===== src/rtl/cpbm_pkg.sv =====
// ----------------------------------------------------------------------------
// cpbm_pkg
// Shared types and constants for the cartridge PRG bank mapper.
// ----------------------------------------------------------------------------
package cpbm_pkg;

    localparam int ROM_ADDR_BITS_DEF = 22;
    localparam int ROM_ADDR_W        = 22;   // width of the rom_address field
    localparam int IN_TDATA_W        = 32;
    localparam int OUT_TDATA_W       = 48;
    localparam int OUT_TUSER_W       = 4;

    // access kind
    localparam logic FUNC_READ  = 1'b0;
    localparam logic FUNC_WRITE = 1'b1;

    // address decode prefixes
    localparam logic [5:0] REG_WIN_HI    = 6'b010100;  // 0x5000-0x53FF
    localparam logic [5:0] STATUS_WIN_HI = 6'b010101;  // 0x5400-0x57FF
    localparam logic [2:0] WRAM_WIN_HI   = 3'b011;     // 0x6000-0x7FFF

    // bank constants
    localparam logic [4:0] BANK_LAST    = 5'h1F;
    localparam logic [4:0] BANK_1C      = 5'h1C;
    localparam logic [4:0] BANK_1E      = 5'h1E;
    localparam logic [3:0] BANK_LAST_16 = 4'hF;

    localparam logic [7:0] STATUS_EE_LOW = 8'h04;
    localparam logic [7:0] STATUS_EE_HIGH = 8'h00;

    typedef enum logic [1:0] {
        MODE_512K = 2'd0,
        MODE_OPEN = 2'd1,
        MODE_448  = 2'd2,
        MODE_SPLIT = 2'd3
    } t_mode;

    typedef struct packed {
        logic [7:0] r3;
        logic [7:0] r2;
        logic [7:0] r1;
        logic [7:0] r0;
    } t_regs;

    typedef struct packed {
        logic        eeprom_out;
        logic [7:0]  write_data;
        logic [15:0] bus_address;
        logic        func;
    } t_item;

    typedef struct packed {
        logic                  rom_select;
        logic [ROM_ADDR_W-1:0] rom_address;
        logic                  open_bus;
        logic                  wram_select;
        logic [12:0]           wram_address;
        logic                  read_driven;
        logic [7:0]            read_data;
        logic                  mirror_horizontal;
        logic                  one_bpp_mode;
        logic                  eeprom_select;
        logic                  eeprom_clock;
        logic                  eeprom_data_in;
    } t_result;

endpackage


===== src/rtl/cartridge_prg_bank_mapper_unit.sv =====
// ----------------------------------------------------------------------------
// cartridge_prg_bank_mapper_unit
// Cartridge PRG bank mapper: one result beat per CPU bus access.
// ----------------------------------------------------------------------------
// Use:
//   Slave channel (i_s_*) carries one CPU bus access per beat; the access
//   kind (read/write) rides in tuser. Master channel (o_m_*) returns one
//   result beat per access, in order: ROM/WRAM/status selects in tuser,
//   addresses, status byte and mapper pin levels in tdata.
//   Writes to 0x5000-0x53FF load the four mapper bytes; the pin levels in a
//   result already show that access's own write.
// Order: an accepted access waits in the input register, then is translated
//   into the result register, which presents its result beat.
// Throughput: one access per cycle while the sink holds tready high; the
//   only logic between the registers is the byte merge, decode and bank mux.
// Reset: synchronous, active low; both stages empty, mapper bytes zero
//   (512K mode, bank zero).
// Stall: while the sink holds tready low the result register holds, the
//   input register fills, and then o_s_tready drops; nothing is dropped.
// ----------------------------------------------------------------------------
module cartridge_prg_bank_mapper_unit #(
    parameter int ROM_ADDR_BITS = cpbm_pkg::ROM_ADDR_BITS_DEF
) (
    input  logic                             i_clk,
    input  logic                             i_rst_n,
    // slave side
    input  logic                             i_s_tvalid,
    output logic                             o_s_tready,
    // [15:0] bus_address, [23:16] write_data, [24] eeprom_out, [31:25] zero
    input  logic [cpbm_pkg::IN_TDATA_W-1:0]  i_s_tdata,
    // [0] func
    input  logic                             i_s_tuser,
    // master side
    output logic                             o_m_tvalid,
    input  logic                             i_m_tready,
    // [21:0] rom_address, [34:22] wram_address, [42:35] read_data,
    // [43] mirror_horizontal, [44] one_bpp_mode, [45] eeprom_select,
    // [46] eeprom_clock, [47] eeprom_data_in
    output logic [cpbm_pkg::OUT_TDATA_W-1:0] o_m_tdata,
    // [0] rom_select, [1] open_bus, [2] wram_select, [3] read_driven
    output logic [cpbm_pkg::OUT_TUSER_W-1:0] o_m_tuser
);
    import cpbm_pkg::*;

    // input register stage
    logic    r_in_vld;
    t_item   r_in;
    // result register stage
    logic    r_out_vld;
    t_result r_out;

    logic    adv;        // input register moves into result register
    t_item   n_in;
    t_regs   regs_view;
    t_result res;

    assign adv        = r_in_vld && (!r_out_vld || i_m_tready);
    assign o_s_tready = !r_in_vld || adv;

    assign n_in.func        = i_s_tuser;
    assign n_in.bus_address = i_s_tdata[15:0];
    assign n_in.write_data  = i_s_tdata[23:16];
    assign n_in.eeprom_out  = i_s_tdata[24];

    always_ff @(posedge i_clk) begin
        if (!i_rst_n) begin
            r_in_vld <= 1'b0;
        end else if (o_s_tready) begin
            r_in_vld <= i_s_tvalid;
        end
    end

    always_ff @(posedge i_clk) begin
        if (o_s_tready && i_s_tvalid) begin
            r_in <= n_in;
        end
    end

    // mapper bytes commit as a beat leaves the input register, so writes and
    // reads see them in bus order
    cpbm_regs u_regs (
        .i_clk   (i_clk),
        .i_rst_n (i_rst_n),
        .i_adv   (adv),
        .i_item  (r_in),
        .o_view  (regs_view)
    );

    cpbm_xlate #(
        .ROM_ADDR_BITS (ROM_ADDR_BITS)
    ) u_xlate (
        .i_item (r_in),
        .i_regs (regs_view),
        .o_res  (res)
    );

    always_ff @(posedge i_clk) begin
        if (!i_rst_n) begin
            r_out_vld <= 1'b0;
        end else if (adv) begin
            r_out_vld <= 1'b1;
        end else if (i_m_tready) begin
            r_out_vld <= 1'b0;
        end
    end

    always_ff @(posedge i_clk) begin
        if (adv) begin
            r_out <= res;
        end
    end

    assign o_m_tvalid = r_out_vld;
    assign o_m_tdata  = {r_out.eeprom_data_in, r_out.eeprom_clock, r_out.eeprom_select,
                         r_out.one_bpp_mode, r_out.mirror_horizontal, r_out.read_data,
                         r_out.wram_address, r_out.rom_address};
    assign o_m_tuser  = {r_out.read_driven, r_out.wram_select, r_out.open_bus,
                         r_out.rom_select};

endmodule


===== src/rtl/cpbm_regs.sv =====
// ----------------------------------------------------------------------------
// cpbm_regs
// Four mapper control bytes, loaded by writes to 0x5000-0x53FF.
// ----------------------------------------------------------------------------
module cpbm_regs (
    input  logic             i_clk,
    input  logic             i_rst_n,
    input  logic             i_adv,
    input  cpbm_pkg::t_item  i_item,
    output cpbm_pkg::t_regs  o_view
);
    import cpbm_pkg::*;

    t_regs r_regs;
    t_regs n_regs;
    logic  wr_hit;

    // view seen by the current beat: registers after its own write
    always_comb begin
        wr_hit = (i_item.func == FUNC_WRITE) && (i_item.bus_address[15:10] == REG_WIN_HI);
        n_regs = r_regs;
        if (wr_hit) begin
            case (i_item.bus_address[9:8])
                2'd0:    n_regs.r0 = i_item.write_data;
                2'd1:    n_regs.r1 = i_item.write_data;
                2'd2:    n_regs.r2 = i_item.write_data;
                2'd3:    n_regs.r3 = i_item.write_data;
                default: n_regs = r_regs;
            endcase
        end
    end

    assign o_view = n_regs;

    always_ff @(posedge i_clk) begin
        if (!i_rst_n) begin
            r_regs <= '0;
        end else if (i_adv) begin
            r_regs <= n_regs;
        end
    end

endmodule


===== src/rtl/cpbm_xlate.sv =====
// ----------------------------------------------------------------------------
// cpbm_xlate
// Address decode and PRG bank translation for one bus access.
// ----------------------------------------------------------------------------
module cpbm_xlate #(
    parameter int ROM_ADDR_BITS = cpbm_pkg::ROM_ADDR_BITS_DEF
) (
    input  cpbm_pkg::t_item   i_item,
    input  cpbm_pkg::t_regs   i_regs,
    output cpbm_pkg::t_result o_res
);
    import cpbm_pkg::*;

    localparam logic [ROM_ADDR_W-1:0] ROM_MASK =
        ROM_ADDR_W'((23'd1 << ROM_ADDR_BITS) - 23'd1);

    logic [4:0]            low;
    logic [7:0]            high;
    t_mode                 mode;
    logic                  upper;
    logic [7:0]            bank;
    logic [7:0]            b32;
    logic [7:0]            bsplit;
    logic [22:0]           raw;
    logic                  rom_rd;
    logic                  status_rd;

    always_comb begin
        low    = {i_regs.r0[5], i_regs.r0[3:0]};
        high   = {i_regs.r1[2:0], 5'd0};
        mode   = t_mode'({i_regs.r0[6], i_regs.r0[4]});
        upper  = i_item.bus_address[14];
        b32    = {1'b0, i_regs.r1[2:0], 4'd0} | {3'd0, low};
        bsplit = high | {3'd0, low[3], 4'd0};
        bank   = '0;
        raw    = '0;

        case (mode)
            MODE_512K: begin
                bank = upper ? (high | {3'd0, BANK_LAST}) : (high | {3'd0, low});
                raw  = {1'b0, bank, i_item.bus_address[13:0]};
            end
            MODE_448: begin
                bank = upper ? (high | {3'd0, (low >= BANK_1C) ? BANK_1C : BANK_1E})
                             : (high | {3'd0, low});
                raw  = {1'b0, bank, i_item.bus_address[13:0]};
            end
            MODE_SPLIT: begin
                if (low[4]) begin
                    bank = upper ? (bsplit | {4'd0, BANK_LAST_16})
                                 : (bsplit | {4'd0, low[3:0]});
                    raw  = {1'b0, bank, i_item.bus_address[13:0]};
                end else begin
                    raw  = {b32, i_item.bus_address[14:0]};
                end
            end
            default: begin
                bank = '0;
                raw  = '0;
            end
        endcase

        rom_rd    = (i_item.func == FUNC_READ) && i_item.bus_address[15];
        status_rd = (i_item.func == FUNC_READ)
                    && (i_item.bus_address[15:10] == STATUS_WIN_HI);

        o_res.rom_select   = rom_rd && (mode != MODE_OPEN);
        o_res.rom_address  = o_res.rom_select ? (raw[ROM_ADDR_W-1:0] & ROM_MASK) : '0;
        o_res.open_bus     = rom_rd && (mode == MODE_OPEN);
        o_res.wram_select  = (i_item.bus_address[15:13] == WRAM_WIN_HI);
        o_res.wram_address = o_res.wram_select ? i_item.bus_address[12:0] : '0;
        o_res.read_driven  = status_rd;
        o_res.read_data    = !status_rd ? 8'd0
                             : (i_item.eeprom_out ? STATUS_EE_HIGH : STATUS_EE_LOW);
        o_res.mirror_horizontal = i_regs.r0[4] && !i_regs.r3[7];
        o_res.one_bpp_mode      = i_regs.r0[7];
        o_res.eeprom_select     = i_regs.r2[4];
        o_res.eeprom_clock      = i_regs.r2[2];
        o_res.eeprom_data_in    = i_regs.r2[0];
    end

endmodule


===== config.mk =====
export PLATFORM = sky130hd
export DESIGN_NAME = cartridge_prg_bank_mapper_unit
export DESIGN_NICKNAME = d
export VERILOG_FILES = /design/src/rtl/cpbm_pkg.sv /design/src/rtl/cartridge_prg_bank_mapper_unit.sv /design/src/rtl/cpbm_regs.sv /design/src/rtl/cpbm_xlate.sv
export SDC_FILE = /design/constraint.sdc
export NUM_CORES = 1
export LEC_CHECK = 0
export BUFFER_PORTS_ARGS = -buffer_cell sky130_fd_sc_hd__buf_2
export CAP_MARGIN = 10
export CORE_MARGIN = 2
export CORE_UTILIZATION = 52
export DETAILED_ROUTE_END_ITERATION = 10
export MAX_ROUTING_LAYER = met4
export PLACE_DENSITY = 0.78
export SYNTH_ARGS = -nofsm -noshare
export SYNTH_HDL_FRONTEND = slang
export SYNTH_SLANG_ARGS = --single-unit

===== constraint.sdc =====
create_clock -name i_clk -period 2.6 [get_ports i_clk]
set_clock_uncertainty 0.1 [all_clocks]
set_input_delay 0.13 -clock i_clk [delete_from_list [all_inputs] [get_ports i_clk]]
set_output_delay 0.13 -clock i_clk [all_outputs]
set_load 0.05 [all_outputs]

==> reports/metrics.yaml, run 1 <==
max_cap_viol_count: 0
initial_core_util_pct: 53.4
worstPathRequired_ps: 2610
cts_tree: "yes"
syn2layout_area_growth_pct: 25.3
antenna_found_initial: 0
cts_num_sinks: 88
clk_path_buf_depth: 2
critical_path.slowest_cell: "edfxtp_1"
clk_latency_ps: 360
crit_family: "simple AND/OR/NAND/NOR gates"
cp_max_fo: 12
finalNetCount: 420
drtAntennaViolNets: 0
wire_per_inst_um: 14.8
slowest_delay_ps: 570
place_worst_setup_slack_ps: 459
max-vdd-ir-drop_v: 0.000276
cts_root_buffer: "clkbuf_8"
post-route-period-util_pct: 83.9
overflow: 0
drive_above_1_share_pct: 28.6
timing.rr.start: "r_in[15]$_DFFE_PP_"
critPathKind: "reg2reg"
end_kind: "flip-flop"
power_leakage_nw: 1.68
cp_num_cells: 4
ys_ff_latch: 88
die-area_mm2: 0.00758
path_cells: "nand4bb_1, nor3_2, mux2i_1, a211oi_2"
critPathArrivalTime_ps: 2190
pwr_density_cell_mw_per_mm2: 628
outcome: "completed"
synthesis.instances: 275
ys_warn_count: 0
rows: 30
clock.fmax_ghz: 0.459
post-route-util_pct: 66.9
hold_path.class: "in2reg"
yosysTopAreaCell: "edfxtp_1"
worstSetupStartpointType: "flip-flop"
ys_top_cells_by_area: "edfxtp_1 (59%), dfxtp_1 (9.5%), and2_1 (4.9%), nand3_1 (3.3%), a21oi_1 (2.8%)"
grt_pass1_vias: 2352
via_per_inst: 5.32
r2r_end: "o_m_tdata[43]$_DFFE_PP_"
antenna_cells: 0
cts_made_buffers: 9
p_total_mw: 2.83
setup_viol: 0
r2r_cells: 4
layout_common_cells: "buf_2 (76), edfxtp_1 (71), dlygate4sd3_1 (28), and2_1 (27), nand3_1 (24)"
coreArea_mm2: 0.00672
drt_wl_total_um: 6910
pin_count: 91
die_w_um: 87.1
syn_avg_cell_area_um2: 13.0
grt_pass1_wl_um: 10800
netlist_area_mm2: 0.00359
final_common_cell: "buf_2"
startpoint: "r_in[15]$_DFFE_PP_"
period_minus_slack_ps: 2180
drv_slew: 0
place_hpwl_um: 4610
port_buffers: 76
post_cts_resized: 0
rsz0062_at_grt: "no"
drtPass1Iterations: 4
whs_ps: 142
grt_max_degree: 46
vias: 2492
crit_end: "o_m_tdata[43]$_DFFE_PP_"
postCtsSetupBuffers: 0
setup_ws_ps: 419
slew_headroom_pct: 63.4
hold_viol_final: 0
ys_seq_area_share_pct: 68.9
setup_tns_ps: 0
path_clk_slew_ps: 90
critPathBufInv: 0
synth_top_area_share_pct: 59.4
yosysUniqueCellTypes: 44
final_area_mm2: 0.00450
worst_pin_slew_ps: 549
dp.cells: 424
die_h_um: 87.1
gp_congestion: 0.978
drcViolationCount: 0
place_area_mm2: 0.00403
rrSetupSlack_ps: 420
gr-usage-all-layers_pct: 19.5
htreeDepth: 3
final_cells: 468
dr.first_iter.drc_count: 130
fill_cells: 481
-- metal layers --
layer | GRT usage (%) | share of wire [%] | up-vias
li1 | - | - | 1218
met1 | 23.7 | 43 | 1172
met2 | 31.4 | 49 | 92
met3 | 4.93 | 6.2 | 10
met4 | 7.67 | 1.6 | 0
met5 | - | 0 | -
-- worst min-delay path: cells and delay by family --
family	cells	cell delay, ps
buf+inv	2	360
compound gates	1	70
-- worst min-delay path by stage --
stage | slack (ps) | endpoint | cells after the start | start
floorplan | 130 | r_in[0]$_DFFE_PP_ | 0 | i_s_tuser
global placement | 210 | r_in[25]$_DFFE_PP_ | 1 | i_s_tdata[24]
finish | 140 | u_regs.r_regs[31]$_SDFFE_PN0P_ | 3 | i_rst_n
detailed placement | 210 | r_in[22]$_DFFE_PP_ | 1 | i_s_tdata[21]
CTS | 140 | u_regs.r_regs[31]$_SDFFE_PN0P_ | 3 | i_rst_n
global route | 160 | u_regs.r_regs[8]$_SDFFE_PN0P_ | 3 | i_rst_n
-- synth_stat cells --
cell type / number
nor3b_1: 2
o311ai_0: 1
or3b_4: 1
o311ai_1: 1
nand4_1: 4
conb_1: 1
dfxtp_1: 17
and3b_1: 1
or2_2: 1
buf_6: 1
inv_1: 3
nor3_1: 1
mux2i_1: 3
nor2b_1: 5
o221ai_1: 2
nor3_2: 1
nor2_1: 12
nand2b_1: 2
a311oi_1: 1
a211oi_2: 1
o21ai_0: 17
o22ai_1: 1
o221a_2: 1
a211oi_1: 1
nor4b_1: 1
and3_1: 5
o311ai_4: 1
and2_1: 28
mux2_2: 3
a22oi_1: 1
a31oi_1: 3
edfxtp_1: 71
buf_4: 7
and4bb_2: 1
nand3_4: 1
nand4bb_1: 1
buf_2: 1
a21oi_1: 20
clkbuf_1: 9
or3b_2: 1
nand3_1: 24
clkinv_1: 1
nand2_1: 14
inv_2: 1
-- state kept, by name (all words and copies together), names as in the netlist --
register and cells:
o_m_tdata 41, o_m_tuser 4, o_m_tvalid 1, r_in 26, r_in_vld 1, u_regs.r_regs 15
-- area by class of cell --
cell class,instances,area (µm²),area share (%)
clock buffers,10,138,3.06
well taps,80,100,2.23
clock inverters,6,50.0,1.11
multi-input cells,170,1020,22.7
inverters,5,18.8,0.417
flip-flops and latches,88,2470,55.0
repair buffers,109,698,15.5
-- timing repair --
action | 4_1_cts | 5_1_grt
hold buffers | 28 | 0
hold endpoints to repair | 28 | 0
endpoints found under the setup margin | 0 | 0
-- kinds of logic (layout without fill, tap and decap cells) --
group | Yosys count | in the layout | synth area share, %
DFF | 88 | 88 | 68.9
buffers and inverters | 23 | 130 | 3.38
and+or+nand+nor | 106 | 106 | 16.9
muxes | 6 | 6 | 1.78
other | 1 | 7 | 0.105
AOI/OAI and AO/OA | 51 | 51 | 8.89
-- power by group --
group          switching (mW)  internal (mW)  total [mW]
clock network           0.498          0.385       0.883
logic                   0.228         0.0922       0.320
registers              0.0352           1.59        1.62
(Power assumes the default switching activity.)
==> run 2: changes to the inputs <==
--- a/config.mk
+++ b/config.mk
@@ -5,13 +5,14 @@
 export SDC_FILE = /design/constraint.sdc
 export NUM_CORES = 1
 export LEC_CHECK = 0
+export ABC_AREA = 1
 export BUFFER_PORTS_ARGS = -buffer_cell sky130_fd_sc_hd__buf_2
 export CAP_MARGIN = 10
 export CORE_MARGIN = 2
-export CORE_UTILIZATION = 52
+export CORE_UTILIZATION = 47
 export DETAILED_ROUTE_END_ITERATION = 10
 export MAX_ROUTING_LAYER = met4
-export PLACE_DENSITY = 0.78
+export PLACE_DENSITY = 0.75
 export SYNTH_ARGS = -nofsm -noshare
 export SYNTH_HDL_FRONTEND = slang
 export SYNTH_SLANG_ARGS = --single-unit
==> constraint.sdc (replaced) <==
create_clock -name i_clk -period 1.9 [get_ports i_clk]
set_clock_uncertainty 0.1 [all_clocks]
set_input_delay 0.095 -clock i_clk [delete_from_list [all_inputs] [get_ports i_clk]]
set_output_delay 0.095 -clock i_clk [all_outputs]
set_load 0.05 [all_outputs]
==> run 2 against run 1 <==
Compared with the run above: clock power rose by 39%; global-route usage down 1.4 points; critical path depth up 8; maximum frequency increased by 16%; sequential share of layout area decreased by 4.4 points; combinational power up 110%; die area grew 11%; first-iteration DRC count shrank 30%.
==> reports/metrics.yaml, run 2 <==
period_minus_slack_ps: 1870  # -306 ps
yosysUniqueCellTypes: 30  # -32%
netSwitchingPower_mw: 1.12  # +46%
synth_ff_type: "edfxtp_1"
dr.first_iter.drc_count: 91  # -30%
gp_congestion: 0.814  # -17%
r2r_cells: 12  # +8
ys_ff_latch: 88  # unchanged
synthesis.instances: 328  # +19%
internal_power_mw: 3.01  # +46%
place_area_mm2: 0.00419  # +4.1%
cp_max_fo: 7  # -5
final_common_cell: "buf_2"
synth_commonest_cells: "edfxtp_1 (71), inv_1 (46), nand2_1 (41), nor2_1 (41)"
initial_core_util_pct: 47.7  # -5.7 points
hold_depth: 2  # -1
synth_edf_count: 71  # unchanged
synth_top_area_share_pct: 58.8  # -0.66 points
critPathKind: "reg2reg"
post-route-period-util_pct: 98.7  # +15 points
cts_tree: "yes"
dp.cells: 512  # +21%
cts_num_sinks: 88  # unchanged
setup_tns_ps: 0  # unchanged
async_flop_share_pct: 0  # unchanged
gr-usage-all-layers_pct: 18.2  # -1.4 points
path_clk_slew_ps: 80  # about the same
yosysMostFrequentCell: "edfxtp_1"
wire_per_inst_um: 12.7  # -14%
layout_common_cells: "buf_2 (76), edfxtp_1 (71), inv_1 (42), nand2_1 (39), dlygate4sd3_1 (30)"
max-vdd-ir-drop_v: 0.000385  # +40%
grt_pass1_wl_um: 11400  # +5.6%
fill_cells: 604  # +26%
outcome: "completed"
clk_latency_ps: 350  # about the same
power_frac_seq_pct: 54.3  # -3.1 points
via_per_inst: 4.71  # -12%
clock.fmax_ghz: 0.533  # +16%
rows: 32  # +6.7%
multiInputGateArea_um2: 927  # -9.0%
drt_wl_total_um: 7290  # +5.5%
min_to: "r_in[17]$_DFFE_PP_"
htreeDepth: 3  # unchanged
grt_max_degree: 31  # -33%
place_worst_setup_slack_ps: -46.0  # -505 ps
antenna_cells: 0  # unchanged
port_buffers: 76  # unchanged
cts_made_buffers: 9  # unchanged
clk_path_buf_depth: 2  # unchanged
r2r_end: "o_m_tdata[15]$_SDFFCE_PN0P_"
hold_viol_final: 0  # unchanged
vias: 2696  # +8.2%
ys_top_cells_by_area: "edfxtp_1 (59%), dfxtp_1 (9.4%), inv_1 (4.8%), nand2_1 (4.2%), nor2_1 (4.2%)"
die_h_um: 91.9  # +5.5%
p_total_mw: 4.13  # +46%
final_area_mm2: 0.00489  # +8.7%
p_sw_share_pct: 27.0  # +0.039 points
drv_slew: 0  # unchanged
seq_area_mm2: 0.00247  # about the same
die_w_um: 91.9  # +5.5%
netlist_area_mm2: 0.00363  # +1.1%
max_cap_viol_count: 0  # unchanged
drtPass1Iterations: 4  # unchanged
clkPwrFrac_pct: 29.8  # -1.5 points
setup_viol: 0  # unchanged
timing.rr.start: "r_in[14]$_DFFE_PP_"
post-route-util_pct: 64.2  # -2.7 points
yosysTopAreaCell: "edfxtp_1"
worstSetupStartpointType: "flip-flop"
antenna_found_initial: 0  # unchanged
power_frac_comb_pct: 16.0  # +4.7 points
drtAntennaViolNets: 0  # unchanged
drcViolationCount: 0  # unchanged
pwr_density_cell_mw_per_mm2: 845  # +34%
critPathArrivalTime_ps: 1980  # -210 ps
final_cells: 573  # +22%
end_kind: "flip-flop"
power_leakage_nw: 2.11  # +26%
rsz0062_at_grt: "yes"
setup_ws_ps: 25.3  # -394 ps
worstPathRequired_ps: 2010  # -600 ps
pin_count: 91  # unchanged
ys_seq_area_share_pct: 68.1  # -0.76 points
place_hpwl_um: 4700  # +2.0%
finalNetCount: 503  # +20%
min_from: "i_s_tdata[16]"
drive_above_1_share_pct: 37.4  # +8.8 points
largest_register_ffs: 41  # unchanged
ys_warn_count: 0  # unchanged
cts_root_buffer: "clkbuf_8"
whs_ps: 349  # +207 ps
rrSetupSlack_ps: 30  # -390 ps
coreArea_mm2: 0.00761  # +13%
syn_avg_cell_area_um2: 11.1  # -15%
grt_pass1_vias: 2584  # +9.9%
die-area_mm2: 0.00844  # +11%
hold_path.class: "in2reg"
syn2layout_area_growth_pct: 34.7
overflow: 0  # unchanged
## run 2: cell count changes in the layout (fill, tap and decap cells not counted), sizes merged, moves of 4 or more
cell   change
and3       -5
and2      -28
nor2      +34
nor2b      -5
buf       +25
inv       +47
nand2     +36
a21oi      +4
nand3     -13
nand4      -4
o21ai     +14
## run 2: area by class of cell
type	count	share of cell area, %
clock buffer	10	2.61
clock inverter	6	1.25
inverter	55	4.28
multi-input combinational	175	19.0
sequential	88	50.6
tap	102	2.61
timing repair buffer	137	19.6
## run 2: layer usage
metal	GRT usage, %	share of wire, %	vias up
li1	-	-	1341
met1	21.6	42	1254
met2	30.1	50	90
met3	3.78	5.7	11
met4	8.08	1.5	0
met5	-	0	-
## run 2: how the worst max path moves through the flow
stage / startpoint / to / slack (ps) / cells past startpoint
after CTS: r_in[14]$_DFFE_PP_ / o_m_tdata[10]$_SDFFCE_PN0P_ / 30 / 10
after global routing: r_in[15]$_DFFE_PP_ / o_m_tdata[13]$_SDFFCE_PN0P_ / -90 / 11
final: r_in[14]$_DFFE_PP_ / o_m_tdata[15]$_SDFFCE_PN0P_ / 30 / 12
after floorplan: o_m_tvalid$_SDFFE_PN0P_ / r_in[0]$_DFFE_PP_ / 90 / 3
after global placement: r_in[12]$_DFFE_PP_ / o_m_tdata[16]$_SDFFCE_PN0P_ / 20 / 9
after detailed placement: r_in[12]$_DFFE_PP_ / o_m_tdata[16]$_SDFFCE_PN0P_ / -50 / 9
## run 2: repair_timing
action                                 4_1_cts  5_1_grt
resized for setup                            4       27
endpoints found under the hold margin       34        0
setup endpoints to repair                   18       25
buffers inserted                             5        9
pin swaps                                    3        8
hold buffers                                30        0
gates cloned                                 0        1
## run 2: logic make-up (layout without fill, tap and decap cells)
family,after synthesis,after routing,share of synthesized area [%]
AOI/OAI and AO/OA,56,56,8.31
buffers and inverters,71,208,8.97
DFF,88,88,68.1
muxes,1,1,0.276
other,1,7,0.103
and+or+nand+nor,111,111,14.2
## run 2: critical path: stages (launching register included)
cell and delay [ps]:
edfxtp_1 430, nor2_2 150, nand2_2 80, nor2_4 220, nand2_2 90, nand2_2 100
buf_4 120, nand2_2 60, inv_4 70, nand2_1 60, nand2_1 60, nand2_1 60
a21oi_2 120
## run 2: power groups by stage
stage | sequential [mW] | combinational (mW) | clock, mW
after CTS | 2.24 | 0.615 | 1.26
after floorplan | 2.46 | 0.236 | 0
after detailed placement | 2.28 | 0.555 | 0
final | 2.24 | 0.659 | 1.23
after global routing | 2.25 | 0.709 | 1.35
after global placement | 2.28 | 0.547 | 0
